===== config.mk =====
export PLATFORM = sky130hd
export DESIGN_NAME = min_heap_priority_queue
export DESIGN_NICKNAME = d
export VERILOG_FILES = /design/src/hw/rtl/mhpq_pkg.sv /design/src/hw/rtl/mhpq_ram.sv /design/src/hw/rtl/mhpq_front.sv /design/src/hw/rtl/mhpq_back.sv /design/src/hw/rtl/min_heap_priority_queue.sv
export SDC_FILE = /design/constraint.sdc
export NUM_CORES = 2
export LEC_CHECK = 0
export ABC_AREA = 1
export ABC_CLOCK_PERIOD_IN_PS = 14700
export BUFFER_PORTS_ARGS = -buffer_cell sky130_fd_sc_hd__buf_2
export CAP_MARGIN = 20
export CORE_ASPECT_RATIO = 1.4
export CORE_MARGIN = 2
export CORE_UTILIZATION = 35
export DETAILED_ROUTE_END_ITERATION = 12
export GPL_TIMING_DRIVEN = 0
export PLACE_DENSITY = 0.52
export REMOVE_ABC_BUFFERS = 1
export SLEW_MARGIN = 20
export SYNTH_ARGS = -nofsm -noshare
export SYNTH_HDL_FRONTEND = slang
export SYNTH_SLANG_ARGS = --single-unit
export TNS_END_PERCENT = 10

===== constraint.sdc =====
create_clock -name i_clk -period 14.7 [get_ports i_clk]
set_input_delay 0.735 -clock i_clk [delete_from_list [all_inputs] [get_ports i_clk]]
set_output_delay 0.735 -clock i_clk [all_outputs]
set_load 0.02 [all_outputs]

===== src/hw/rtl/mhpq_pkg.sv =====
package mhpq_pkg;

    localparam int VALUE_W = 32;
    localparam int COUNT_W = 7;

    typedef enum logic {
        CMD_INSERT  = 1'b0,
        CMD_EXTRACT = 1'b1
    } t_cmd;

    typedef enum logic [1:0] {
        ST_OK    = 2'd0,
        ST_EMPTY = 2'd1,
        ST_FULL  = 2'd2
    } t_status;

    // operation as classified by the front end
    typedef enum logic [1:0] {
        OP_INSERT    = 2'd0,
        OP_EXTRACT   = 2'd1,
        OP_REJ_FULL  = 2'd2,
        OP_REJ_EMPTY = 2'd3
    } t_op_kind;

    typedef enum logic [2:0] {
        S_IDLE,
        S_INS_CMP,
        S_INS_PUT,
        S_EXT_LAST,
        S_EXT_CMP,
        S_DONE
    } t_bstate;

    typedef struct packed {
        t_cmd                       command;
        logic signed [VALUE_W-1:0]  value;
    } t_in;

    typedef struct packed {
        logic signed [VALUE_W-1:0]  extracted;
        t_status                    status;
        logic signed [VALUE_W-1:0]  current_min;
        logic                       is_empty;
        logic [COUNT_W-1:0]         entry_count;
    } t_out;

    typedef struct packed {
        t_op_kind                   kind;
        logic signed [VALUE_W-1:0]  value;
    } t_op;

endpackage


===== src/hw/rtl/mhpq_ram.sv =====
module mhpq_ram #(
    parameter int WIDTH = 32,
    parameter int DEPTH = 64
) (
    input  logic                      i_clk,
    input  logic                      i_we,
    input  logic [$clog2(DEPTH)-1:0]  i_waddr,
    input  logic [WIDTH-1:0]          i_wdata,
    input  logic [$clog2(DEPTH)-1:0]  i_raddr_a,
    input  logic [$clog2(DEPTH)-1:0]  i_raddr_b,
    output logic [WIDTH-1:0]          o_rdata_a,
    output logic [WIDTH-1:0]          o_rdata_b
);

    logic [WIDTH-1:0] r_mem [DEPTH];

    always_ff @(posedge i_clk) begin
        if (i_we) begin
            r_mem[i_waddr] <= i_wdata;
        end
        o_rdata_a <= r_mem[i_raddr_a];
        o_rdata_b <= r_mem[i_raddr_b];
    end

endmodule


===== src/hw/rtl/mhpq_front.sv =====
module mhpq_front
    import mhpq_pkg::*;
#(
    parameter int CAPACITY = 64
) (
    input  logic  i_clk,
    input  logic  i_rst_n,
    input  logic  i_start,
    input  t_in   i_item,
    output logic  o_busy,
    output logic  o_op_valid,
    output t_op   o_op,
    input  logic  i_pop
);

    localparam int CW = $clog2(CAPACITY + 1);

    // two-entry op queue
    t_op         r_q [2];
    logic        r_wr;
    logic        r_rd;
    logic [1:0]  r_used;
    logic [CW-1:0] r_cnt;     // count as it will be once queued ops retire

    logic        accept;
    t_op         op_new;
    logic [CW-1:0] n_cnt;

    assign o_busy     = (r_used == 2'd2);
    assign accept     = i_start && !o_busy;
    assign o_op_valid = (r_used != 2'd0);
    assign o_op       = r_q[r_rd];

    always_comb begin
        op_new.value = i_item.value;
        n_cnt        = r_cnt;
        unique case (i_item.command)
            CMD_INSERT: begin
                if (r_cnt >= CW'(CAPACITY)) begin
                    op_new.kind = OP_REJ_FULL;
                end else begin
                    op_new.kind = OP_INSERT;
                    n_cnt       = r_cnt + CW'(1);
                end
            end
            CMD_EXTRACT: begin
                if (r_cnt == '0) begin
                    op_new.kind = OP_REJ_EMPTY;
                end else begin
                    op_new.kind = OP_EXTRACT;
                    n_cnt       = r_cnt - CW'(1);
                end
            end
        endcase
    end

    always_ff @(posedge i_clk) begin
        if (!i_rst_n) begin
            r_wr   <= 1'b0;
            r_rd   <= 1'b0;
            r_used <= 2'd0;
            r_cnt  <= '0;
        end else begin
            if (accept) begin
                r_wr  <= ~r_wr;
                r_cnt <= n_cnt;
            end
            if (i_pop) begin
                r_rd <= ~r_rd;
            end
            r_used <= r_used + 2'(accept) - 2'(i_pop);
        end
    end

    always_ff @(posedge i_clk) begin
        if (accept) begin
            r_q[r_wr] <= op_new;
        end
    end

`ifndef ASSERT_OFF
    a_pop_nonempty: assert property (@(posedge i_clk) disable iff (!i_rst_n)
        i_pop |-> r_used != 2'd0)
        else $error("op queue popped while empty");

    a_used_bound: assert property (@(posedge i_clk) disable iff (!i_rst_n)
        r_used <= 2'd2)
        else $error("op queue overfilled");
`endif

endmodule


===== src/hw/rtl/mhpq_back.sv =====
module mhpq_back
    import mhpq_pkg::*;
#(
    parameter int CAPACITY = 64
) (
    input  logic                         i_clk,
    input  logic                         i_rst_n,
    input  logic                         i_op_valid,
    input  t_op                          i_op,
    output logic                         o_pop,
    output logic                         o_we,
    output logic [$clog2(CAPACITY)-1:0]  o_waddr,
    output logic [VALUE_W-1:0]           o_wdata,
    output logic [$clog2(CAPACITY)-1:0]  o_raddr_a,
    output logic [$clog2(CAPACITY)-1:0]  o_raddr_b,
    input  logic [VALUE_W-1:0]           i_rdata_a,
    input  logic [VALUE_W-1:0]           i_rdata_b,
    output logic                         o_valid,
    output t_out                         o_result
);

    localparam int CW = $clog2(CAPACITY + 1);
    localparam int AW = $clog2(CAPACITY);
    localparam int LW = AW + 2;

    t_bstate                    r_state, n_state;
    logic [CW-1:0]              r_cnt, n_cnt;
    logic signed [VALUE_W-1:0]  r_root, n_root;
    logic signed [VALUE_W-1:0]  r_val, n_val;
    logic [AW-1:0]              r_pos, n_pos;
    logic signed [VALUE_W-1:0]  r_removed, n_removed;
    t_status                    r_status, n_status;
    t_out                       r_out, n_out;
    logic                       r_out_valid, n_out_valid;

    // sift-up compare
    logic signed [VALUE_W-1:0]  par_val;
    logic [AW-1:0]              par_pos;
    logic                       ins_up;

    // sift-down compare
    logic [LW-1:0]              left_full, right_full;
    logic                       left_ok, right_ok, take_l, take_r, ext_moved;
    logic signed [VALUE_W-1:0]  l_val, r_val_ch, bv_l, best_val;
    logic [AW-1:0]              best_pos;
    logic [LW-1:0]              cl_next;

    assign par_val = $signed(i_rdata_a);
    assign par_pos = AW'((r_pos - AW'(1)) >> 1);
    assign ins_up  = (r_val < par_val);

    assign left_full  = {1'b0, r_pos, 1'b1};
    assign right_full = left_full + LW'(1);
    assign left_ok    = (left_full < LW'(r_cnt));
    assign right_ok   = (right_full < LW'(r_cnt));
    assign l_val      = $signed(i_rdata_a);
    assign r_val_ch   = $signed(i_rdata_b);
    assign take_l     = left_ok && (l_val < r_val);
    assign bv_l       = take_l ? l_val : r_val;
    assign take_r     = right_ok && (r_val_ch < bv_l);
    assign best_val   = take_r ? r_val_ch : bv_l;
    assign ext_moved  = take_l || take_r;
    assign best_pos   = take_r ? right_full[AW-1:0] : left_full[AW-1:0];
    assign cl_next    = {1'b0, best_pos, 1'b1};

    // next state
    always_comb begin
        n_state = r_state;
        unique case (r_state)
            S_IDLE: begin
                if (i_op_valid) begin
                    unique case (i_op.kind)
                        OP_INSERT:    n_state = (r_cnt == '0) ? S_INS_PUT : S_INS_CMP;
                        OP_EXTRACT:   n_state = S_EXT_LAST;
                        OP_REJ_FULL:  n_state = S_DONE;
                        OP_REJ_EMPTY: n_state = S_DONE;
                    endcase
                end
            end
            S_INS_CMP: begin
                if (ins_up) begin
                    n_state = (par_pos == '0) ? S_INS_PUT : S_INS_CMP;
                end else begin
                    n_state = S_DONE;
                end
            end
            S_INS_PUT:  n_state = S_DONE;
            S_EXT_LAST: n_state = (r_cnt == '0) ? S_DONE : S_EXT_CMP;
            S_EXT_CMP:  n_state = ext_moved ? S_EXT_CMP : S_DONE;
            S_DONE:     n_state = S_IDLE;
            default:    n_state = S_IDLE;
        endcase
    end

    // datapath and outputs
    always_comb begin
        o_pop       = 1'b0;
        o_we        = 1'b0;
        o_waddr     = r_pos;
        o_wdata     = r_val;
        o_raddr_a   = '0;
        o_raddr_b   = '0;
        n_cnt       = r_cnt;
        n_val       = r_val;
        n_pos       = r_pos;
        n_removed   = r_removed;
        n_status    = r_status;
        n_out       = r_out;
        n_out_valid = 1'b0;
        unique case (r_state)
            S_IDLE: begin
                if (i_op_valid) begin
                    o_pop     = 1'b1;
                    n_removed = '0;
                    n_status  = ST_OK;
                    unique case (i_op.kind)
                        OP_INSERT: begin
                            n_val     = i_op.value;
                            n_pos     = AW'(r_cnt);
                            n_cnt     = r_cnt + CW'(1);
                            o_raddr_a = AW'((AW'(r_cnt) - AW'(1)) >> 1);
                        end
                        OP_EXTRACT: begin
                            n_removed = r_root;
                            n_cnt     = r_cnt - CW'(1);
                            o_raddr_a = AW'(r_cnt - CW'(1));
                        end
                        OP_REJ_FULL:  n_status = ST_FULL;
                        OP_REJ_EMPTY: n_status = ST_EMPTY;
                    endcase
                end
            end
            S_INS_CMP: begin
                o_we = 1'b1;
                if (ins_up) begin
                    o_wdata   = i_rdata_a;
                    n_pos     = par_pos;
                    o_raddr_a = AW'((par_pos - AW'(1)) >> 1);
                end
            end
            S_INS_PUT: begin
                o_we = 1'b1;
            end
            S_EXT_LAST: begin
                // last entry moves to the root; fetch both children of the root
                n_val     = $signed(i_rdata_a);
                n_pos     = '0;
                o_raddr_a = AW'(1);
                o_raddr_b = AW'(2);
            end
            S_EXT_CMP: begin
                o_we = 1'b1;
                if (ext_moved) begin
                    o_wdata   = best_val;
                    n_pos     = best_pos;
                    o_raddr_a = cl_next[AW-1:0];
                    o_raddr_b = AW'(cl_next + LW'(1));
                end
            end
            S_DONE: begin
                n_out_valid         = 1'b1;
                n_out.extracted     = r_removed;
                n_out.status        = r_status;
                n_out.current_min   = (r_cnt != '0) ? r_root : '0;
                n_out.is_empty      = (r_cnt == '0);
                n_out.entry_count   = COUNT_W'(r_cnt);
            end
            default: ;
        endcase
        n_root = (o_we && o_waddr == '0) ? $signed(o_wdata) : r_root;
    end

    always_ff @(posedge i_clk) begin
        if (!i_rst_n) begin
            r_state     <= S_IDLE;
            r_cnt       <= '0;
            r_out_valid <= 1'b0;
        end else begin
            r_state     <= n_state;
            r_cnt       <= n_cnt;
            r_out_valid <= n_out_valid;
        end
    end

    always_ff @(posedge i_clk) begin
        r_root    <= n_root;
        r_val     <= n_val;
        r_pos     <= n_pos;
        r_removed <= n_removed;
        r_status  <= n_status;
        r_out     <= n_out;
    end

    assign o_valid  = r_out_valid;
    assign o_result = r_out;

`ifndef ASSERT_OFF
    a_strobe_single: assert property (@(posedge i_clk) disable iff (!i_rst_n)
        r_out_valid |=> !r_out_valid)
        else $error("result strobe held for two cycles");

    a_cnt_bound: assert property (@(posedge i_clk) disable iff (!i_rst_n)
        r_cnt <= CW'(CAPACITY))
        else $error("entry count above capacity");

    a_siftdown_nonempty: assert property (@(posedge i_clk) disable iff (!i_rst_n)
        r_state == S_EXT_CMP |-> r_cnt != '0)
        else $error("sift-down on an empty heap");

    a_pop_idle: assert property (@(posedge i_clk) disable iff (!i_rst_n)
        o_pop |-> r_state == S_IDLE && i_op_valid)
        else $error("op taken outside idle");
`endif

endmodule


===== src/hw/rtl/min_heap_priority_queue.sv =====
// Binary min-heap priority queue of signed 32-bit values.
// Command channel: drive i_item and raise start; the beat is taken on a rising edge
// where start is high and busy is low. command 0 inserts value, 1 extracts the minimum.
// Result channel: o_valid is high for exactly one cycle per command, in command order,
// with o_result holding the extracted value (0 for inserts), status (0 ok, 1 extract
// from empty, 2 insert into full), the root after the step, an empty flag and the count.
// The receiver cannot stall; each result beat must be taken in its strobe cycle.
// A two-entry op queue parts the front end (classifies ok/empty/full) from the sift
// engine, so up to two commands can wait while the engine works; busy is high while
// both queue slots are taken.
// Steps: the engine takes a queued command in idle; an insert compares against parents
// until its slot is written, an extract moves the last entry to the root and sifts it
// down, a rejected command goes straight to the result state, and the result is
// registered; swaps <= floor(log2(count after)). The engine works on one command at a
// time, so a queued command waits for the ones ahead of it. The sift loop moves one
// tree level per cycle through the two-read-port RAM (both children fetched at once).
// Synchronous reset empties the heap and the queue; the store itself is not cleared,
// only entries below the count are ever used.
module min_heap_priority_queue
    import mhpq_pkg::*;
#(
    parameter int CAPACITY = 64
) (
    input  logic  i_clk,
    input  logic  i_rst_n,
    input  logic  start,
    input  t_in   i_item,
    output logic  busy,
    output logic  o_valid,
    output t_out  o_result
);

    localparam int AW = $clog2(CAPACITY);

    logic                 op_valid;
    t_op                  op;
    logic                 op_pop;
    logic                 ram_we;
    logic [AW-1:0]        ram_waddr;
    logic [VALUE_W-1:0]   ram_wdata;
    logic [AW-1:0]        ram_raddr_a, ram_raddr_b;
    logic [VALUE_W-1:0]   ram_rdata_a, ram_rdata_b;

    mhpq_front #(
        .CAPACITY (CAPACITY)
    ) u_front (
        .i_clk      (i_clk),
        .i_rst_n    (i_rst_n),
        .i_start    (start),
        .i_item     (i_item),
        .o_busy     (busy),
        .o_op_valid (op_valid),
        .o_op       (op),
        .i_pop      (op_pop)
    );

    mhpq_back #(
        .CAPACITY (CAPACITY)
    ) u_back (
        .i_clk      (i_clk),
        .i_rst_n    (i_rst_n),
        .i_op_valid (op_valid),
        .i_op       (op),
        .o_pop      (op_pop),
        .o_we       (ram_we),
        .o_waddr    (ram_waddr),
        .o_wdata    (ram_wdata),
        .o_raddr_a  (ram_raddr_a),
        .o_raddr_b  (ram_raddr_b),
        .i_rdata_a  (ram_rdata_a),
        .i_rdata_b  (ram_rdata_b),
        .o_valid    (o_valid),
        .o_result   (o_result)
    );

    // heap store
    mhpq_ram #(
        .WIDTH (VALUE_W),
        .DEPTH (CAPACITY)
    ) u_store (
        .i_clk     (i_clk),
        .i_we      (ram_we),
        .i_waddr   (ram_waddr),
        .i_wdata   (ram_wdata),
        .i_raddr_a (ram_raddr_a),
        .i_raddr_b (ram_raddr_b),
        .o_rdata_a (ram_rdata_a),
        .o_rdata_b (ram_rdata_b)
    );

endmodule


=== Word-level counts from Yosys, hierarchy flattened ===
Memory sizes are Yosys's and may differ from the RTL's. A register that Yosys moved wholly into a read port is not among the register bits.
Index checks and enable logic that the tools add are counted.

* Input port bits: 36
* Bits in writable memories: 2116
* Flip-flop bits (word level): 200
* Memories kept: 2

{| class="wikitable"
|+ Memory list
! memory !! words !! width !! read ports !! clocked after memory_dff !! wr ports !! RTL line !! text
|-
| u_store.r_mem || 64 || 32 || 2 || 2 || 1 || mhpq_ram.sv:15 || <nowiki>logic [WIDTH-1:0] r_mem [DEPTH];</nowiki>
|-
| u_front.r_q || 2 || 34 || 1 || 1 || 1 || mhpq_front.sv:19 || <nowiki>t_op r_q [2];</nowiki>
|}

* Eq/ne operators: 15
* Bitwise logic cells: 3
* Multiplexer cells: 47
* $add $sub $neg: 11
* Reductions and logical operators: 24
* Order comparisons: 6

{| class="wikitable"
|+ Operators with widths
! kind !! count
|-
| 2-to-1 mux 32 bit || 6
|-
| one-hot mux 32 bit (2 select lines) || 2
|-
| < comparator 32 bit || 3
|-
| 2-to-1 mux 6 bit || 8
|-
| one-hot mux 6 bit (4 select lines) || 2
|-
| one-hot mux 7 bit (2 select lines) || 2
|-
| one-hot mux 6 bit (2 select lines) || 2
|-
| one-hot mux 3 bit (5 select lines) || 1
|-
| adder 7 x 1 -> 7 bit (second input constant) || 2
|-
| logical NOT 7 bit || 2
|-
| 2-to-1 mux 7 bit || 2
|-
| subtractor 7 x 1 -> 7 bit (second input constant) || 2
|-
| logical NOT 6 bit || 2
|-
| 2-to-1 mux 1 bit || 12
|-
| subtractor 6 x 1 -> 6 bit (second input constant) || 2
|-
| one-hot mux 3 bit (3 select lines) || 1
|-
| AND reduction 3 bit || 3
|-
| adder 7 x 1 -> 8 bit (second input constant) || 1
|-
| < comparator 8 x 7 -> 1 bit || 1
|-
| 2-to-1 mux 2 bit || 4
|-
| != test 2 bit (second input constant) || 4
|-
| one-hot mux 2 bit (2 select lines) || 2
|-
| >= comparator 7 bit (second input constant) || 1
|-
| < comparator 7 bit || 1
|-
| other kinds (25) || 38
|}

=== Depth between registers and ports, before layout ===
* Depth in word-level cells: 9
* Depth in mapped cells: 48

=== Hierarchy ===
A second synthesis with hierarchy kept.

* Cell total of the unflattened synthesis: 12814
* Area, all modules: 117795.5 um2

{| class="wikitable"
|+ By module, submodules not included
! module !! cells each !! times used !! seq. area each (um2) !! area an instance (um2)
|-
| mhpq_ram || 11401 || 1 || 62780.2 || 103655.7
|-
| mhpq_back || 1174 || 1 || 5565.3 || 10839.1
|-
| mhpq_front || 239 || 1 || 2282.2 || 3300.7
|}

=== Worst setup path before layout ===
OpenSTA, ideal clock, no wires.

* Kind: register -> register
* Start: register u_back.r_val[31]
* End: register u_back.r_root[24] (data pin)
* Buffers on the path: 4
* Setup time: 0.709 ns
* Setup slack: 7.659 ns
* Stages on the path, launching flop included: 26
* Clock period less this slack: 7.041 ns
* Arrival: 6.331 ns
* Required time: 13.991 ns
* Path through: edfxtp_1 > inv_1 > ha_1 > nand2_1 > nor2_1 > nand2_1 > nor2_1 > nand2_1 > nand2_1 > nand2_1 > nand3_2 > clkbuf_1 > clkbuf_1 > o21ai_0 > ha_1 > nand4_1 > or3_1 > nor4_1 > nand2_1 > nand2_1 > nand2_1 > nand3_2 > buf_6 > clkbuf_1 > o21ai_0 > o21ai_0

* Longest elaborated chain between the ends: 8
* Elaborated cells on any way between the ends: 11

{| class="wikitable"
|+ RTL lines
! item !! RTL line !! text
|-
| from (decl) || mhpq_back.sv:29 || <nowiki>logic signed [VALUE_W-1:0] r_val, n_val;</nowiki>
|-
| from (signal assigned) || mhpq_back.sv:187 || <nowiki>r_val <= n_val;</nowiki>
|-
| < comparator 32 bit || mhpq_back.sv:58 || <nowiki>assign take_l = left_ok && (l_val < r_val);</nowiki>
|-
| logical AND 1 bit || mhpq_back.sv:58 ||
|-
| 2-to-1 mux 32 bit || mhpq_back.sv:59 || <nowiki>assign bv_l = take_l ? l_val : r_val;</nowiki>
|-
| < comparator 32 bit || mhpq_back.sv:60 || <nowiki>assign take_r = right_ok && (r_val_ch < bv_l);</nowiki>
|-
| logical AND 1 bit || mhpq_back.sv:60 ||
|-
| 2-to-1 mux 32 bit / logical OR 1 bit (equally long branches) || mhpq_back.sv:61, mhpq_back.sv:62 ||
|-
| 2-to-1 mux 32 bit || mhpq_back.sv:153 || <nowiki>if (ext_moved) begin</nowiki>
|-
| one-hot mux 32 bit (2 select lines) * || mhpq_back.sv:110 || <nowiki>unique case (r_state)</nowiki>
|-
| net ram_wdata[24] || min_heap_priority_queue.sv:40 || <nowiki>logic [VALUE_W-1:0] ram_wdata;</nowiki>
|-
| to (signal assigned) || mhpq_back.sv:186 || <nowiki>r_root <= n_root;</nowiki>
|-
| to (decl) || mhpq_back.sv:28 || <nowiki>logic signed [VALUE_W-1:0] r_root, n_root;</nowiki>
|}

The timed path passes the listed nets; every way through them passes the cells marked *.
A chain may end at the register's enable or synchronous reset.

=== Worst setup path in the final report ===
* Start: register u_back.r_val[27]
* End: register u_store.o_rdata_a[0], read port of u_store.r_mem

* Longest elaborated chain between the ends: 8
* Elaborated cells on any way between the ends: 11

{| class="wikitable"
|+ RTL lines
! item !! RTL line !! text
|-
| < comparator 32 bit || mhpq_back.sv:58 ||
|-
| logical AND 1 bit || mhpq_back.sv:58 ||
|-
| 2-to-1 mux 32 bit || mhpq_back.sv:59 ||
|-
| < comparator 32 bit || mhpq_back.sv:60 ||
|-
| logical AND 1 bit || mhpq_back.sv:60 ||
|-
| 2-to-1 mux 6 bit / logical OR 1 bit (equally long branches) || mhpq_back.sv:63, mhpq_back.sv:62 ||
|-
| 2-to-1 mux 6 bit || mhpq_back.sv:153 ||
|-
| one-hot mux 6 bit (4 select lines) * || mhpq_back.sv:110 ||
|-
| to (decl) || mhpq_ram.sv:11 || <nowiki>output logic [WIDTH-1:0] o_rdata_a,</nowiki>
|}

Every way passes the cells marked *; elsewhere a longest branch is shown, timed or not.

==> impl_results.md <==
- Status: finished clean
- Register area share after synthesis: 61.9%
- Drt total wl: 410,000 um
- Synth Register Bits: 2,381
- Post-route antenna net violation count: 0
- Syn Area/Cell: 9.39 um^2
- Max Buffers Root-to-Sink: 4
- Synth-to-Final Area Change: 15.7%
- CTS Buf Count: 229
- Critical path launch point type: flip-flop
- Clock Latency Late Sink: 910 ps
- GPL Wtd Cong: 0.888
- CTS root buf: clkbuf_16
- DR vias/cell: 5.54
- Skew final: 53.0 ps
- Share of cells above drive strength 1: 7.39%
- Critical path class: flip-flop to flip-flop
- Crit path max fanout: 103
- Vias: 91,000
- Final Setup Violations: 0
- Cells after synthesis: 12,200
- Most frequent CP cell: nand2_1
- Rows: 248
- DP Wirelength: 248,000 um
- Die Wd: 487 um
- Iteration-0 DRC Markers: 10,200
- Synth top area share: 60.4%
- Distinct cell type count after synthesis: 48
- Clk slew on worst S/H paths: 70 ps
- Slew HR: 31.8%
- Worst min path class: primary input to flip-flop
- Worst-Margin Slew: 1020 ps
- Final-report max-slew violation count: 0
- TritonRoute pass-1 iters: 9
- Antenna violations before repair: 9
- List of most frequent post-synthesis cells: nand2_1 (3,155), nand3_1 (2,708), edfxtp_1 (2,294)
- Async set-or-reset flop fraction in the synthesized netlist: 0%
- Layout fillers: 30,900
- Critical Path AT: 11,410 ps
- Area of the core: 325,000 um^2
- PortBufs: 111
- I/O Pins: 112
- Main flop type after synthesis: edfxtp_1
- Placed Area: 125,000 um^2
- Post-synth EDFFs: 2,294
- Cell area after synthesis: 114,000 um^2
- Vias in the first global route: 87,000
- Die area: 331,000 um^2
- Max Cap Viol: 0
- CP peak stage delay: 770 ps
- Crit path max-delay family: simple AND/OR/NAND/NOR gates
- RSZ-0062 raised after global routing: false
- Count leader, synth: nand2_1
- Ys Warns: 0
- CP max-delay cell: a211oi_1
- Bufs and invs on worst path: 7
- Total grt overflow: 0
- Leading area contributor after synthesis: edfxtp_1
- Total Routing Usage GR: 24.0%
- CTS tree: built
- # clock sinks: 2,381
- Nets: 12,100
- Initial Utilization: 35.1%
- Most area-consuming cells after synthesis: edfxtp_1 (60%), nand3_1 (12%), nand2_1 (10%)
- Fin crit period: 10,640 ps
- Final Cycle Share: 72.4%
- Max Freq: 94.0 MHz
- Average wire per standard cell: 25.0 um
- CP Capture Type: flip-flop
- Fin. Hold Viols: 0
- Remaining DRCs: 0
- Die Y: 680 um
- # H-tree levels: 4
- Global-route wire length before repair: 589,000 um
- Largest net degree at the start of global routing: 125
- Req. time, crit path: 15,470 ps
- Post-Layout Inst Area: 132,000 um^2
==> worst reg2reg max path: cells and delay by family, from the launching register on <==
family,cells,cell delay (ps)
buffers and inverters,7,2440
AO/OA/AOI/OAI,4,1820
adder cells (fa/ha/maj),2,620
flip-flops,1,340
AND/OR/NAND/NOR,22,5290
==> metal layers <==
layer / track usage, % / share of wire, % / vias up
li1: - / - / 40700
met2: 40.1 / 47 / 4652
met3: 3.65 / 8.3 / 1127
met4: 13.4 / 6.3 / 0
met5: 0 / 0 / -
met1: 29.8 / 38 / 44500
==> sequential cells by signal (all words and copies together), names as in the netlist, named ones only <==
register and flops:
u_front.r_wr 1, u_front.r_cnt 7, u_back.r_cnt 7, u_store.o_rdata_b 32, u_back.r_status 2, u_back.o_waddr 6
u_store.o_rdata_a 32, u_back.r_state 3, u_back.r_removed 32, u_back.o_valid 1, u_store.r_mem 2048, u_back.o_result 74
u_back.r_root 32, u_front.r_rd 1, u_back.r_val 32, u_front.r_q 68, u_front.r_used 2
==> final cells by class <==
type / instances / area, um^2 / share of cell area [%]
Inverter: 1413 / 5510 / 4.17
Timing Repair Buffer: 443 / 8120 / 6.15
Sequential cell: 2381 / 70600 / 53.5
Antenna cell: 5 / 12.5 / 0.00948
Clock inverter: 107 / 915 / 0.693
Clock buffer: 301 / 6270 / 4.75
Multi-Input combinational cell: 7526 / 35200 / 26.7
Tap cell: 4250 / 5320 / 4.03
==> cell families after synthesis <==
| kind of cell | after synthesis | synth area share, % |
|---|---|---|
| and+or+nand+nor | 6341 | 24.1 |
| AOI/OAI and AO/OA | 1077 | 5.02 |
| adders and majority gates | 90 | 0.993 |
| xor gates and xnor gates | 18 | 0.138 |
| buffers and inverters | 2246 | 7.91 |
| DFF | 2381 | 61.9 |
==> metrics by stage <==
step	instances	utilization [%]	hold slack (ps)	setup TNS, ps	setup slack [ps]
5_1_grt	16400	40.6	44.3	0	3670
3_5_place_dp	16000	38.4	405	0	4330
3_3_place_gp	15700	35.8	400	-2995540	-59930
2_1_floorplan	11300	-	400	-275890	-8640
6_report	16400	40.6	73.0	0	4060
4_1_cts	16400	40.6	28.8	0	4280
==> final timing paths <==
path,slack (ps),from,depth (start not counted),endpoint
max reg2reg,4060,u_back.r_val[27],35,u_store.o_rdata_a[0]
min reg2reg,420,u_back.r_removed[17],0,u_back.o_result[59]
min,70,i_item[27],1,u_front.r_q[0][27]
max,4060,u_back.r_val[27],35,u_store.o_rdata_a[0]
==> repair_timing <==
| item | in CTS | in global routing |
|---|---|---|
| resized for setup | 0 | 0 |
| hold buffers | 9 | 0 |
| endpoints found under the hold margin | 18 | 0 |
| buffers inserted | 0 | 0 |
==> cells in the final DEF (no fill, tap or decap), types with 11 or more instances in the layout <==
| master | Yosys | routed |
|---|---|---|
| buf_16 | 0 | 213 |
| o211ai_1 | 32 | 32 |
| inv_4 | 0 | 57 |
| nor2_4 | 2 | 16 |
| a21oi_1 | 137 | 137 |
| nand3_1 | 2708 | 2699 |
| buf_2 | 413 | 115 |
| o21ai_1 | 70 | 69 |
| xor2_1 | 15 | 15 |
| buf_4 | 12 | 33 |
| o21ai_0 | 732 | 730 |
| inv_1 | 1403 | 1343 |
| clkinv_2 | 0 | 39 |
| clkinv_1 | 2 | 40 |
| buf_12 | 0 | 54 |
| nand3_4 | 0 | 11 |
| nand3b_1 | 31 | 31 |
| edfxtp_1 | 2294 | 2294 |
| dfxtp_1 | 87 | 86 |
| nand2_1 | 3155 | 3153 |
| a31oi_1 | 47 | 47 |
| clkbuf_8 | 0 | 12 |
| buf_8 | 0 | 13 |
| ha_1 | 89 | 89 |
| clkbuf_16 | 0 | 236 |
| bufinv_16 | 0 | 15 |
| clkbuf_1 | 303 | 53 |
| o221ai_4 | 0 | 21 |
| nor2_1 | 398 | 383 |
Power is not shown: default switching activity piles up to over one toggle a cycle in this logic, so the estimate is an artifact.
